===== src/rtl/cfd_pkg.sv =====
`timescale 1ns / 1ps
// ---------------------------------------------------------------------------
// cfd_pkg
// types and constants shared by the control frame deframer modules
// ---------------------------------------------------------------------------
package cfd_pkg;

	localparam logic [7:0] SYNC_BYTE    = 8'h7E;
	localparam logic [7:0] SECOND_BYTE  = 8'h80;
	localparam logic [7:0] TRAILER_BYTE = 8'h0D;

	localparam logic [7:0] POS_HUNT     = 8'd0;
	localparam logic [7:0] POS_SECOND   = 8'd1;
	localparam logic [7:0] POS_TRIGGER  = 8'd2;
	localparam logic [7:0] POS_START    = 8'd3;
	localparam logic [7:0] POS_END      = 8'd4;
	localparam logic [7:0] POS_CURRENT  = 8'd5;
	localparam logic [7:0] POS_NEXT     = 8'd6;
	localparam logic [7:0] POS_EM_CODE  = 8'd8;
	localparam logic [7:0] POS_OPEN     = 8'd9;
	localparam logic [7:0] POS_VOLUME   = 8'd14;
	localparam logic [7:0] POS_TEMPLATE = 8'd15;
	localparam logic [7:0] POS_LINE     = 8'd16;
	localparam logic [7:0] POS_YEAR     = 8'd17;
	localparam logic [7:0] POS_MONTH    = 8'd18;
	localparam logic [7:0] POS_DAY      = 8'd19;
	localparam logic [7:0] POS_HOUR     = 8'd20;
	localparam logic [7:0] POS_MINUTE   = 8'd21;
	localparam logic [7:0] POS_SECOND_T = 8'd22;
	localparam logic [7:0] POS_LIGHT    = 8'd42;
	localparam logic [7:0] POS_EM_TYPE  = 8'd127;
	localparam logic [7:0] POS_LEN_LO   = 8'd128;
	localparam logic [7:0] POS_LEN_HI   = 8'd129;
	localparam logic [7:0] POS_TRAILER  = 8'd130;
	localparam logic [7:0] POS_PAYLOAD  = 8'd131;

	typedef enum logic [1:0] {
		KIND_HEADER = 2'd0,
		KIND_WORD   = 2'd1,
		KIND_END    = 2'd2
	} kind_t;

	typedef struct packed {
		kind_t        kind;
		logic [39:0]  route;
		logic [15:0]  alarm;
		logic [31:0]  display;
		logic [47:0]  date_time;
		logic [7:0]   emergency_type;
		logic [15:0]  payload_words;
		logic [15:0]  word_value;
		logic [7:0]   word_index;
		logic         last;
	} result_t;

endpackage


===== src/rtl/control_frame_deframer_unit.sv =====
`timescale 1ns / 1ps
// ---------------------------------------------------------------------------
// control_frame_deframer_unit
// a result is registered and appears on the master side in the cycle after its byte
// throughput: one byte per cycle while the output is not stalled, set by the single parser stage
// a new byte is taken whenever the result register is empty or being drained
// reset: asynchronous, clears frame position (hunting), stores and output valid
// ---------------------------------------------------------------------------
module control_frame_deframer_unit import cfd_pkg::*; #(
	parameter int MAX_WORDS = 256
) (
	input  logic         clk,
	input  logic         arst_n,
	input  logic         s_axis_tvalid,
	output logic         s_axis_tready,
	input  logic [7:0]   s_axis_tdata,   // rx_byte
	output logic         m_axis_tvalid,
	input  logic         m_axis_tready,
	// route, alarm, display, date_time, emergency_type, payload_words,
	// word_value, word_index
	output logic [183:0] m_axis_tdata,
	output logic [1:0]   m_axis_tuser,   // kind
	output logic         m_axis_tlast    // last
);

	logic    accept;
	logic    res_valid;
	result_t res;
	result_t res_out;

	assign accept = s_axis_tvalid && s_axis_tready;

	cfd_parser #(
		.MAX_WORDS (MAX_WORDS)
	) u_parser (
		.clk       (clk),
		.arst_n    (arst_n),
		.in_en     (accept),
		.rx_byte   (s_axis_tdata),
		.res_valid (res_valid),
		.res       (res)
	);

	cfd_out_reg u_out_reg (
		.clk       (clk),
		.arst_n    (arst_n),
		.load      (accept && res_valid),
		.res_in    (res),
		.can_take  (s_axis_tready),
		.out_valid (m_axis_tvalid),
		.out_ready (m_axis_tready),
		.res_out   (res_out)
	);

	assign m_axis_tdata = {res_out.word_index, res_out.word_value, res_out.payload_words,
		res_out.emergency_type, res_out.date_time, res_out.display, res_out.alarm,
		res_out.route};
	assign m_axis_tuser = res_out.kind;
	assign m_axis_tlast = res_out.last;

endmodule


===== src/rtl/cfd_parser.sv =====
`timescale 1ns / 1ps
// ---------------------------------------------------------------------------
// cfd_parser
// frame position tracking, header capture and payload word assembly
// ---------------------------------------------------------------------------
module cfd_parser import cfd_pkg::*; #(
	parameter int MAX_WORDS = 256
) (
	input  logic        clk,
	input  logic        arst_n,
	input  logic        in_en,
	input  logic [7:0]  rx_byte,
	output logic        res_valid,
	output result_t     res
);

	localparam logic [16:0] MaxWordsW = 17'(MAX_WORDS);

	logic [7:0]  pos_q, pos_d;
	logic [39:0] route_q, route_d;
	logic [15:0] alarm_q, alarm_d;
	logic [31:0] display_q, display_d;
	logic [47:0] clock_q, clock_d;
	logic [7:0]  type_q, type_d;
	logic [15:0] length_q, length_d;
	logic [16:0] cnt_q, cnt_d;
	logic [7:0]  low_q, low_d;

	logic [16:0] total;
	logic [16:0] cnt_inc;
	logic [15:0] idx;
	logic        final_word;

	assign total      = {length_q, 1'b0};
	assign cnt_inc    = cnt_q + 17'd1;
	assign idx        = cnt_q[16:1];
	assign final_word = (cnt_inc == total);

	always_comb begin
		pos_d     = pos_q;
		route_d   = route_q;
		alarm_d   = alarm_q;
		display_d = display_q;
		clock_d   = clock_q;
		type_d    = type_q;
		length_d  = length_q;
		cnt_d     = cnt_q;
		low_d     = low_q;
		res_valid = 1'b0;
		res       = '0;
		res.kind  = KIND_HEADER;

		case (pos_q)
			POS_HUNT: begin
				if (rx_byte == SYNC_BYTE) begin
					route_d   = '0;
					alarm_d   = '0;
					display_d = '0;
					clock_d   = '0;
					type_d    = '0;
					length_d  = '0;
					cnt_d     = '0;
					low_d     = '0;
					pos_d     = POS_SECOND;
				end
			end
			POS_SECOND: begin
				pos_d = (rx_byte == SECOND_BYTE) ? POS_TRIGGER : POS_HUNT;
			end
			POS_TRAILER: begin
				if (rx_byte != TRAILER_BYTE) begin
					pos_d = POS_HUNT;
				end else begin
					res_valid          = 1'b1;
					res.route          = route_q;
					res.alarm          = alarm_q;
					res.display        = display_q;
					res.date_time      = clock_q;
					res.emergency_type = type_q;
					res.payload_words  = length_q;
					if (type_q == 8'd0 || length_q == 16'd0) begin
						pos_d    = POS_HUNT;
						res.last = 1'b1;
					end else begin
						pos_d = POS_PAYLOAD;
						cnt_d = '0;
					end
				end
			end
			POS_PAYLOAD: begin
				if (cnt_q >= total) begin
					pos_d = POS_HUNT;
				end else begin
					cnt_d = cnt_inc;
					if (!cnt_q[0]) begin
						low_d = rx_byte;
					end else begin
						if (final_word) begin
							pos_d = POS_HUNT;
						end
						if ({1'b0, idx} < MaxWordsW) begin
							res_valid      = 1'b1;
							res.kind       = KIND_WORD;
							res.word_value = {rx_byte, low_q};
							res.word_index = idx[7:0];
							res.last       = final_word;
						end else if (final_word) begin
							res_valid = 1'b1;
							res.kind  = KIND_END;
							res.last  = 1'b1;
						end
					end
				end
			end
			default: begin
				if (pos_q > POS_PAYLOAD) begin
					pos_d = POS_HUNT;
				end else begin
					pos_d = pos_q + 8'd1;
					case (pos_q)
						POS_TRIGGER:  route_d[39:32]   = rx_byte;
						POS_START:    route_d[31:24]   = rx_byte;
						POS_END:      route_d[23:16]   = rx_byte;
						POS_CURRENT:  route_d[15:8]    = rx_byte;
						POS_NEXT:     route_d[7:0]     = rx_byte;
						POS_EM_CODE:  alarm_d[15:8]    = rx_byte;
						POS_OPEN:     alarm_d[7:0]     = rx_byte;
						POS_VOLUME:   display_d[31:24] = rx_byte;
						POS_TEMPLATE: display_d[23:16] = rx_byte;
						POS_LINE:     display_d[15:8]  = rx_byte;
						POS_LIGHT:    display_d[7:0]   = rx_byte;
						POS_YEAR:     clock_d[47:40]   = rx_byte;
						POS_MONTH:    clock_d[39:32]   = rx_byte;
						POS_DAY:      clock_d[31:24]   = rx_byte;
						POS_HOUR:     clock_d[23:16]   = rx_byte;
						POS_MINUTE:   clock_d[15:8]    = rx_byte;
						POS_SECOND_T: clock_d[7:0]     = rx_byte;
						POS_EM_TYPE:  type_d           = rx_byte;
						POS_LEN_LO:   length_d         = {8'd0, rx_byte};
						POS_LEN_HI:   length_d[15:8]   = rx_byte;
						default: ;
					endcase
				end
			end
		endcase
	end

	always_ff @(posedge clk or negedge arst_n) begin
		if (!arst_n) begin
			pos_q     <= POS_HUNT;
			route_q   <= '0;
			alarm_q   <= '0;
			display_q <= '0;
			clock_q   <= '0;
			type_q    <= '0;
			length_q  <= '0;
			cnt_q     <= '0;
			low_q     <= '0;
		end else if (in_en) begin
			pos_q     <= pos_d;
			route_q   <= route_d;
			alarm_q   <= alarm_d;
			display_q <= display_d;
			clock_q   <= clock_d;
			type_q    <= type_d;
			length_q  <= length_d;
			cnt_q     <= cnt_d;
			low_q     <= low_d;
		end
	end

endmodule


===== src/rtl/cfd_out_reg.sv =====
`timescale 1ns / 1ps
// ---------------------------------------------------------------------------
// cfd_out_reg
// result register between the parser and the output stream
// ---------------------------------------------------------------------------
module cfd_out_reg import cfd_pkg::*; (
	input  logic    clk,
	input  logic    arst_n,
	input  logic    load,
	input  result_t res_in,
	output logic    can_take,
	output logic    out_valid,
	input  logic    out_ready,
	output result_t res_out
);

	logic    valid_q;
	result_t res_q;

	assign can_take  = !valid_q || out_ready;
	assign out_valid = valid_q;
	assign res_out   = res_q;

	always_ff @(posedge clk or negedge arst_n) begin
		if (!arst_n) begin
			valid_q <= 1'b0;
		end else if (load) begin
			valid_q <= 1'b1;
		end else if (out_ready) begin
			valid_q <= 1'b0;
		end
	end

	always_ff @(posedge clk) begin
		if (load) begin
			res_q <= res_in;
		end
	end

endmodule

===== config.mk =====
export PLATFORM = sky130hd
export DESIGN_NAME = control_frame_deframer_unit
export DESIGN_NICKNAME = d
export VERILOG_FILES = /design/src/rtl/cfd_pkg.sv /design/src/rtl/control_frame_deframer_unit.sv /design/src/rtl/cfd_parser.sv /design/src/rtl/cfd_out_reg.sv
export SDC_FILE = /design/constraint.sdc
export NUM_CORES = 1
export LEC_CHECK = 0
export BUFFER_PORTS_ARGS = -buffer_cell sky130_fd_sc_hd__buf_2
export CORE_MARGIN = 5
export CORE_UTILIZATION = 60
export DETAILED_ROUTE_END_ITERATION = 8
export HOLD_SLACK_MARGIN = 0.08
export PLACE_DENSITY = 0.84
export SYNTH_ARGS = -nofsm -noshare
export SYNTH_HDL_FRONTEND = slang
export SYNTH_SLANG_ARGS = --single-unit

===== constraint.sdc =====
create_clock -name clk -period 32.4 [get_ports clk]
set_clock_uncertainty 0.05 [all_clocks]
set_input_delay 1.62 -clock clk [delete_from_list [all_inputs] [get_ports clk]]
set_output_delay 1.62 -clock clk [all_outputs]
set_load 0.05 [all_outputs]

## After elaboration in Yosys (flattened, before gate mapping)

Cells that the tools add are included.
Widths: inputs -> output; s select.

- Word-level logic and storage cells: 209
- Bits in registers: 381

- Reduce and logical (&&, ||, !) cells: 59
- $add $sub $neg: 2
- Eq/ne operators: 35
- Bitwise logic cells: 5
- Multiplexer cells: 70
- Order comparisons: 3

Operators with widths:

| kind | count |
|---|---|
| $mux 8 | 30 |
| $reduce_and 5->1 | 21 |
| $mux 48 | 2 |
| $pmux 48 s2 | 1 |
| $mux 40 | 2 |
| $pmux 40 s2 | 1 |
| $mux 17 | 4 |
| $mux 32 | 2 |
| $pmux 16 s2 | 2 |
| $pmux 32 s2 | 1 |
| $eq 8x5->1 const B | 7 |
| $pmux 17 s3 | 1 |
| $mux 16 | 3 |
| $pmux 8 s2 | 3 |
| $reduce_bool 2->1 | 21 |
| $eq 8x8->1 const B | 5 |
| $eq 8x4->1 const B | 4 |
| $pmux 8 s4 | 1 |
| $eq 8x3->1 const B | 3 |
| $add 17x1->17 const B | 1 |
| $eq 17x17->1 | 1 |
| $ge 17x17->1 | 1 |
| $eq 8x2->1 const B | 2 |
| $eq 8x7->1 const B | 2 |
| 24 further kinds | 53 |

## Depth between registers and ports, before layout

- Depth after elaboration: 9
- Gate-level depth with buffers: 11
- Depth with buffers taken out: 9

## By module

From an unflattened synthesis, not the netlist that was laid out.

- Cell total of the unflattened synthesis: 1,212
- Area, all modules: 16,353.2 um^2

Modules (own cells, without submodules):

| module | cells an instance | area each (um^2) | instances | seq. area each (um^2) |
|---|---|---|---|---|
| cfd_parser | 1,020 | 10,677.7 | 1 | 4,829.6 |
| cfd_out_reg | 190 | 5,662.9 | 1 | 5,640.4 |
| control_frame_deframer_unit | 2 | 12.5 | 1 | 0.0 |

## Worst setup path after synthesis

OpenSTA, ideal clock, no wires.

- Path type: input to register
- Start point: input s_axis_tdata[1]
- End point: register u_out_reg.res_q, in the netlist u_out_reg.res_out[0] (enable)
- Stages on the path: 6
- Library setup time: 1.007 ns
- Data arrival time: 16.218 ns
- Path slack: 15.124 ns
- Cell sequence: nor4_1 > and3_1 > and3_1 > clkbuf_1 > a211oi_1 > nor3b_1

- Word-level cells in the longest chain between the ends: 4

RTL lines:

| element | RTL line | text |
|---|---|---|
| from (decl) | control_frame_deframer_unit.sv:16 | `input logic [7:0] s_axis_tdata,` |
| $ne 8x4->1 | cfd_parser.sv:71 | `if (rx_byte != TRAILER_BYTE) begin` |
| $mux 1 | cfd_parser.sv:71 |  |
| $pmux 1 s2 | cfd_parser.sv:53 | `case (pos_q)` |
| $logic_and 1x1->1 | control_frame_deframer_unit.sv:47 | `.load (accept && res_valid),` |
| net u_out_reg.load | cfd_out_reg.sv:9 | `input logic load,` |
| to (signal assigned) | cfd_out_reg.sv:36 | `res_q <= res_in;` |
| to (decl) | cfd_out_reg.sv:18 | `result_t res_q;` |

The timed path passes the listed nets, and every way through them passes these cells.
A chain may end at the register's enable or synchronous reset.

## Worst setup path in the final report

- Start point: register u_parser.cnt_q[0]
- End point: register u_out_reg.res_q, in the netlist u_out_reg.res_out[173] (enable)

- Word-level cells in the longest chain between the ends: 8
- Elaborated cells on any way between the ends: 9

RTL lines:

| element | RTL line | text |
|---|---|---|
| from (decl) | cfd_parser.sv:26 | `logic [16:0] cnt_q, cnt_d;` |
| from (signal assigned) | cfd_parser.sv:167 | `cnt_q <= cnt_d;` |
| $add 17x1->17 | cfd_parser.sv:35 | `assign cnt_inc = cnt_q + 17'd1;` |
| $eq 17x17->1 | cfd_parser.sv:37 | `assign final_word = (cnt_inc == total);` |
| $mux 1 | cfd_parser.sv:107 | `end else if (final_word) begin` |
| $mux 1 | cfd_parser.sv:101 | `if ({1'b0, idx} < MaxWordsW) begin` |
| $mux 1 | cfd_parser.sv:95 | `if (!cnt_q[0]) begin` |
| $mux 1 (*) | cfd_parser.sv:91 | `if (cnt_q >= total) begin` |
| $pmux 1 s2 (*) | cfd_parser.sv:53 |  |
| $logic_and 1x1->1 (*) | control_frame_deframer_unit.sv:47 |  |
| net u_out_reg.load | cfd_out_reg.sv:9 |  |

Mark *: on every way through the listed nets, which the timed path passes. The rest lies on a longest branch.

==> out/results.ini <==
[status]
status = complete, no violations

[synthesis]
syn_inst = 1288
synth-seq-cells = 381
seq_area_frac_synth_pct = 66.1
synth_ff_type = dfrtp_1
synth_fa_ha_area_share_pct = 1.66
synth-xor-area-share_pct = 1.25
ys_types = 66
synth_top_family_by_area = simple AND/OR/NAND/NOR gates
synthArstFlopShare_pct = 50.9
synth_compound_area_share_pct = 8.63
synth_edf_count = 187
synth-simple-area-share_pct = 17.0
syn-num-nets = 1321
netlist_area_sq_um = 15800
synth_mux_area_share_pct = 3.06
syn_area_per_cell_sq_um = 12.3
yosysWarnings = 0

[clocking]
cts_resized = 0
cts_root_buffer = clkbuf_16
ctsHoldBuffers = 0
max-clock-path-buffers = 3
cts_tree = done
h-tree-depth = 2
insertion_delay_ns = 0.52
clkSinkCount = 381
path_clk_slew_ns = 0.06
cts_buffers = 36
post_cts.repair.setup_buffers = 0

[sta]
fin_tns_setup_ns = 0
maxSlewViolCount = 0
rsz0062_at_grt = no
hold_viol_final = 0
tightest_slew_ns = 1.17
layout_min_cycle_time_ns = 4.96
period_share_pct = 15.3
finalSetupViolations = 0
maxSlewHeadroom_pct = 21.9
fmax_mhz = 202

[final_layout]
regArea_sq_um = 10500
fin_nets = 1495
synthToLayoutAreaGrowth_pct = 15.3
drive_above_1_share_pct = 21.8
layout_commonest_cell = buf_2
nFillCells = 1790
final_cells = 1825
multi_input_comb_area_sq_um = 5030
mostFrequentLayoutCells = buf_2 (199), dfrtp_1 (194), edfxtp_1 (187)

[pwr]
p_seq_share_pct = 47.5
total_leakage_power_nw = 8.35
vdd_drop_max_uv = 40.0
internal-power_mw = 0.967
power_density_nw_per_um2 = 77.3
combPwrFrac_pct = 21.9
power.net_switching_mw = 0.445
clock_power_share_pct = 30.6
p_sw_share_pct = 31.5

[drt]
vias = 10700
via_per_inst = 5.84
drc = 0
drt_iter0_markers = 1350
wire_per_inst_um = 20.2
routed_wirelength_mm = 36.8
dr.pass1.iters = 7
ant_nets = 0

[die]
dieArea_sq_um = 29800
core_sq_um = 26100
fp.dieW_um = 173
die_h_um = 173
start_util_pct = 60.8
io_pins = 201
core.rowCount = 59

[placement]
hpwl_mm = 23.7
place.gp.congestion = 0.954
portBuffers = 200
place_inst = 1759

[grt]
grt.overflow.total = 0
grt_max_degree = 148
track_usage_pct = 24.3
grt_first_pass_wirelength_mm = 58.7
first_global_vias = 10500
antenna_found_initial = 2

[critical_path]
cp_data_required_time_ns = 32.49
cp.arrival_ns = 5.05
crit_fanout = 77
endpoint_kind = flip-flop
crit_type = reg -> reg
startpoint_type = flip-flop

[hold_path]
hold_class = reg -> reg

[job]
drv_cap = 0

## layer usage
| metal | vias up | share of wire (%) | global-route usage (%) |
|---|---|---|---|
| met2 | 443 | 49 | 39.5 |
| met5 | - | 0.073 | 0 |
| li1 | 4900 | - | - |
| met1 | 5214 | 41 | 33.4 |
| met3 | 96 | 7.7 | 5.44 |
| met4 | 4 | 2.7 | 6.90 |
## logic make-up after synthesis
logic type | after synthesis
buffers and inverters | 93
XOR/XNOR | 21
AO/OA/AOI/OAI | 225
adder cells (fa/ha/maj) | 21
flip-flops | 381
AND/OR/NAND/NOR | 504
multiplexers | 43
## final timing paths
kind / endpoint / startpoint / depth (start not counted) / slack [ns]
worst max-delay path: u_out_reg.res_out[173] / u_parser.cnt_q[0] / 10 / 27.44
worst min-delay path: u_parser.alarm_q[10] / u_parser.alarm_q[10] / 2 / 0.42
worst max register to register: u_out_reg.res_out[173] / u_parser.cnt_q[0] / 10 / 27.44
worst min register to register: u_parser.alarm_q[10] / u_parser.alarm_q[10] / 2 / 0.42
max in group asynchronous: u_parser.route_q[12] / arst_n / 2 / 29.55
min in group asynchronous: u_parser.cnt_q[8] / arst_n / 1 / 1.18
## registers in the layout (all words and copies together) (netlist names)
name,cells
u_out_reg.res_out,187
u_parser.clock_q,48
u_parser.route_q,40
u_parser.display_q,32
u_parser.cnt_q,17
u_parser.alarm_q,16
u_parser.length_q,16
u_parser.low_q,8
u_parser.pos_q,8
u_parser.type_q,8
u_out_reg.out_valid,1
## synthesized netlist by cell type (all sizes together), types with 2 or more instances
cell type / number / area share (%)
nand4: 14 / 0.65
xnor2: 12 / 0.66
inv: 22 / 0.52
and4: 3 / 0.17
clkbuf: 58 / 1.4
or3: 4 / 0.16
a31oi: 14 / 0.55
nand2: 172 / 4.1
nand3b: 2 / 0.095
xor2: 8 / 0.44
mux2: 43 / 3.1
nor2: 36 / 0.88
a22o: 12 / 0.66
edfxtp: 187 / 35
and2: 181 / 7.1
and3b: 2 / 0.11
nor4: 19 / 0.88
or4: 3 / 0.14
a221o: 2 / 0.13
nand3: 21 / 0.66
o2111ai: 2 / 0.11
nor3b: 4 / 0.19
ha: 21 / 1.7
o211ai: 4 / 0.22
or2: 3 / 0.12
nor3: 7 / 0.25
o31ai: 13 / 0.62
nand2b: 8 / 0.32
a211oi: 4 / 0.19
buf: 13 / 0.41
a21boi: 3 / 0.14
nand4b: 3 / 0.17
a21o: 11 / 0.52
nor2b: 4 / 0.16
a32oi: 2 / 0.11
o21ai: 132 / 4.2
a21oi: 14 / 0.49
nor4b: 4 / 0.26
and3: 12 / 0.47
dfrtp: 194 / 31
## critical path, stage by stage, from the launching register on
cell and delay (ns):
dfrtp_1 0.58, ha_1 0.54, inv_1 0.21, or4_1 0.58
a221oi_2 0.26, o2111ai_1 0.19, nor4_4 0.40, a211oi_1 0.17
nor3b_2 0.21, buf_4 0.49, buf_4 0.83
## final cells by class
class / count / area share [%]
Clock buffer: 46 / 5.30
Inverter: 22 / 0.452
Timing Repair Buffer: 207 / 5.81
Sequential cell: 381 / 57.3
Tap cell: 335 / 2.29
Clock inverter: 19 / 1.34
Multi-Input combinational cell: 814 / 27.5
Antenna cell: 1 / 0.0137
## power groups by stage
stage / Clock [mW] / Combinational (mW) / Sequential (mW)
after CTS: 0.437 / 0.308 / 0.669
after detailed placement: 0 / 0.304 / 0.677
after global placement: 0 / 0.293 / 0.670
after global routing: 0.459 / 0.346 / 0.682
final: 0.432 / 0.309 / 0.671
after floorplan: 0 / 0.231 / 0.649
## per-stage QoR
step / worst slack, ns / cell area (sq um) / hold WS, ns / power, mW / utilization (%)
after floorplan: 15.12 / 15800 / 0.392 / 0.879 / -
after global placement: 27.60 / 17100 / 0.403 / 0.963 / 65.5
after detailed placement: 27.49 / 17100 / 0.412 / 0.981 / 65.5
after CTS: 27.45 / 18300 / 0.425 / 1.41 / 70.1
after global routing: 27.09 / 18300 / 0.451 / 1.49 / 70.1
final: 27.44 / 18300 / 0.419 / 1.41 / 70.1
No activity file was read; power rests on OpenSTA's default activity.
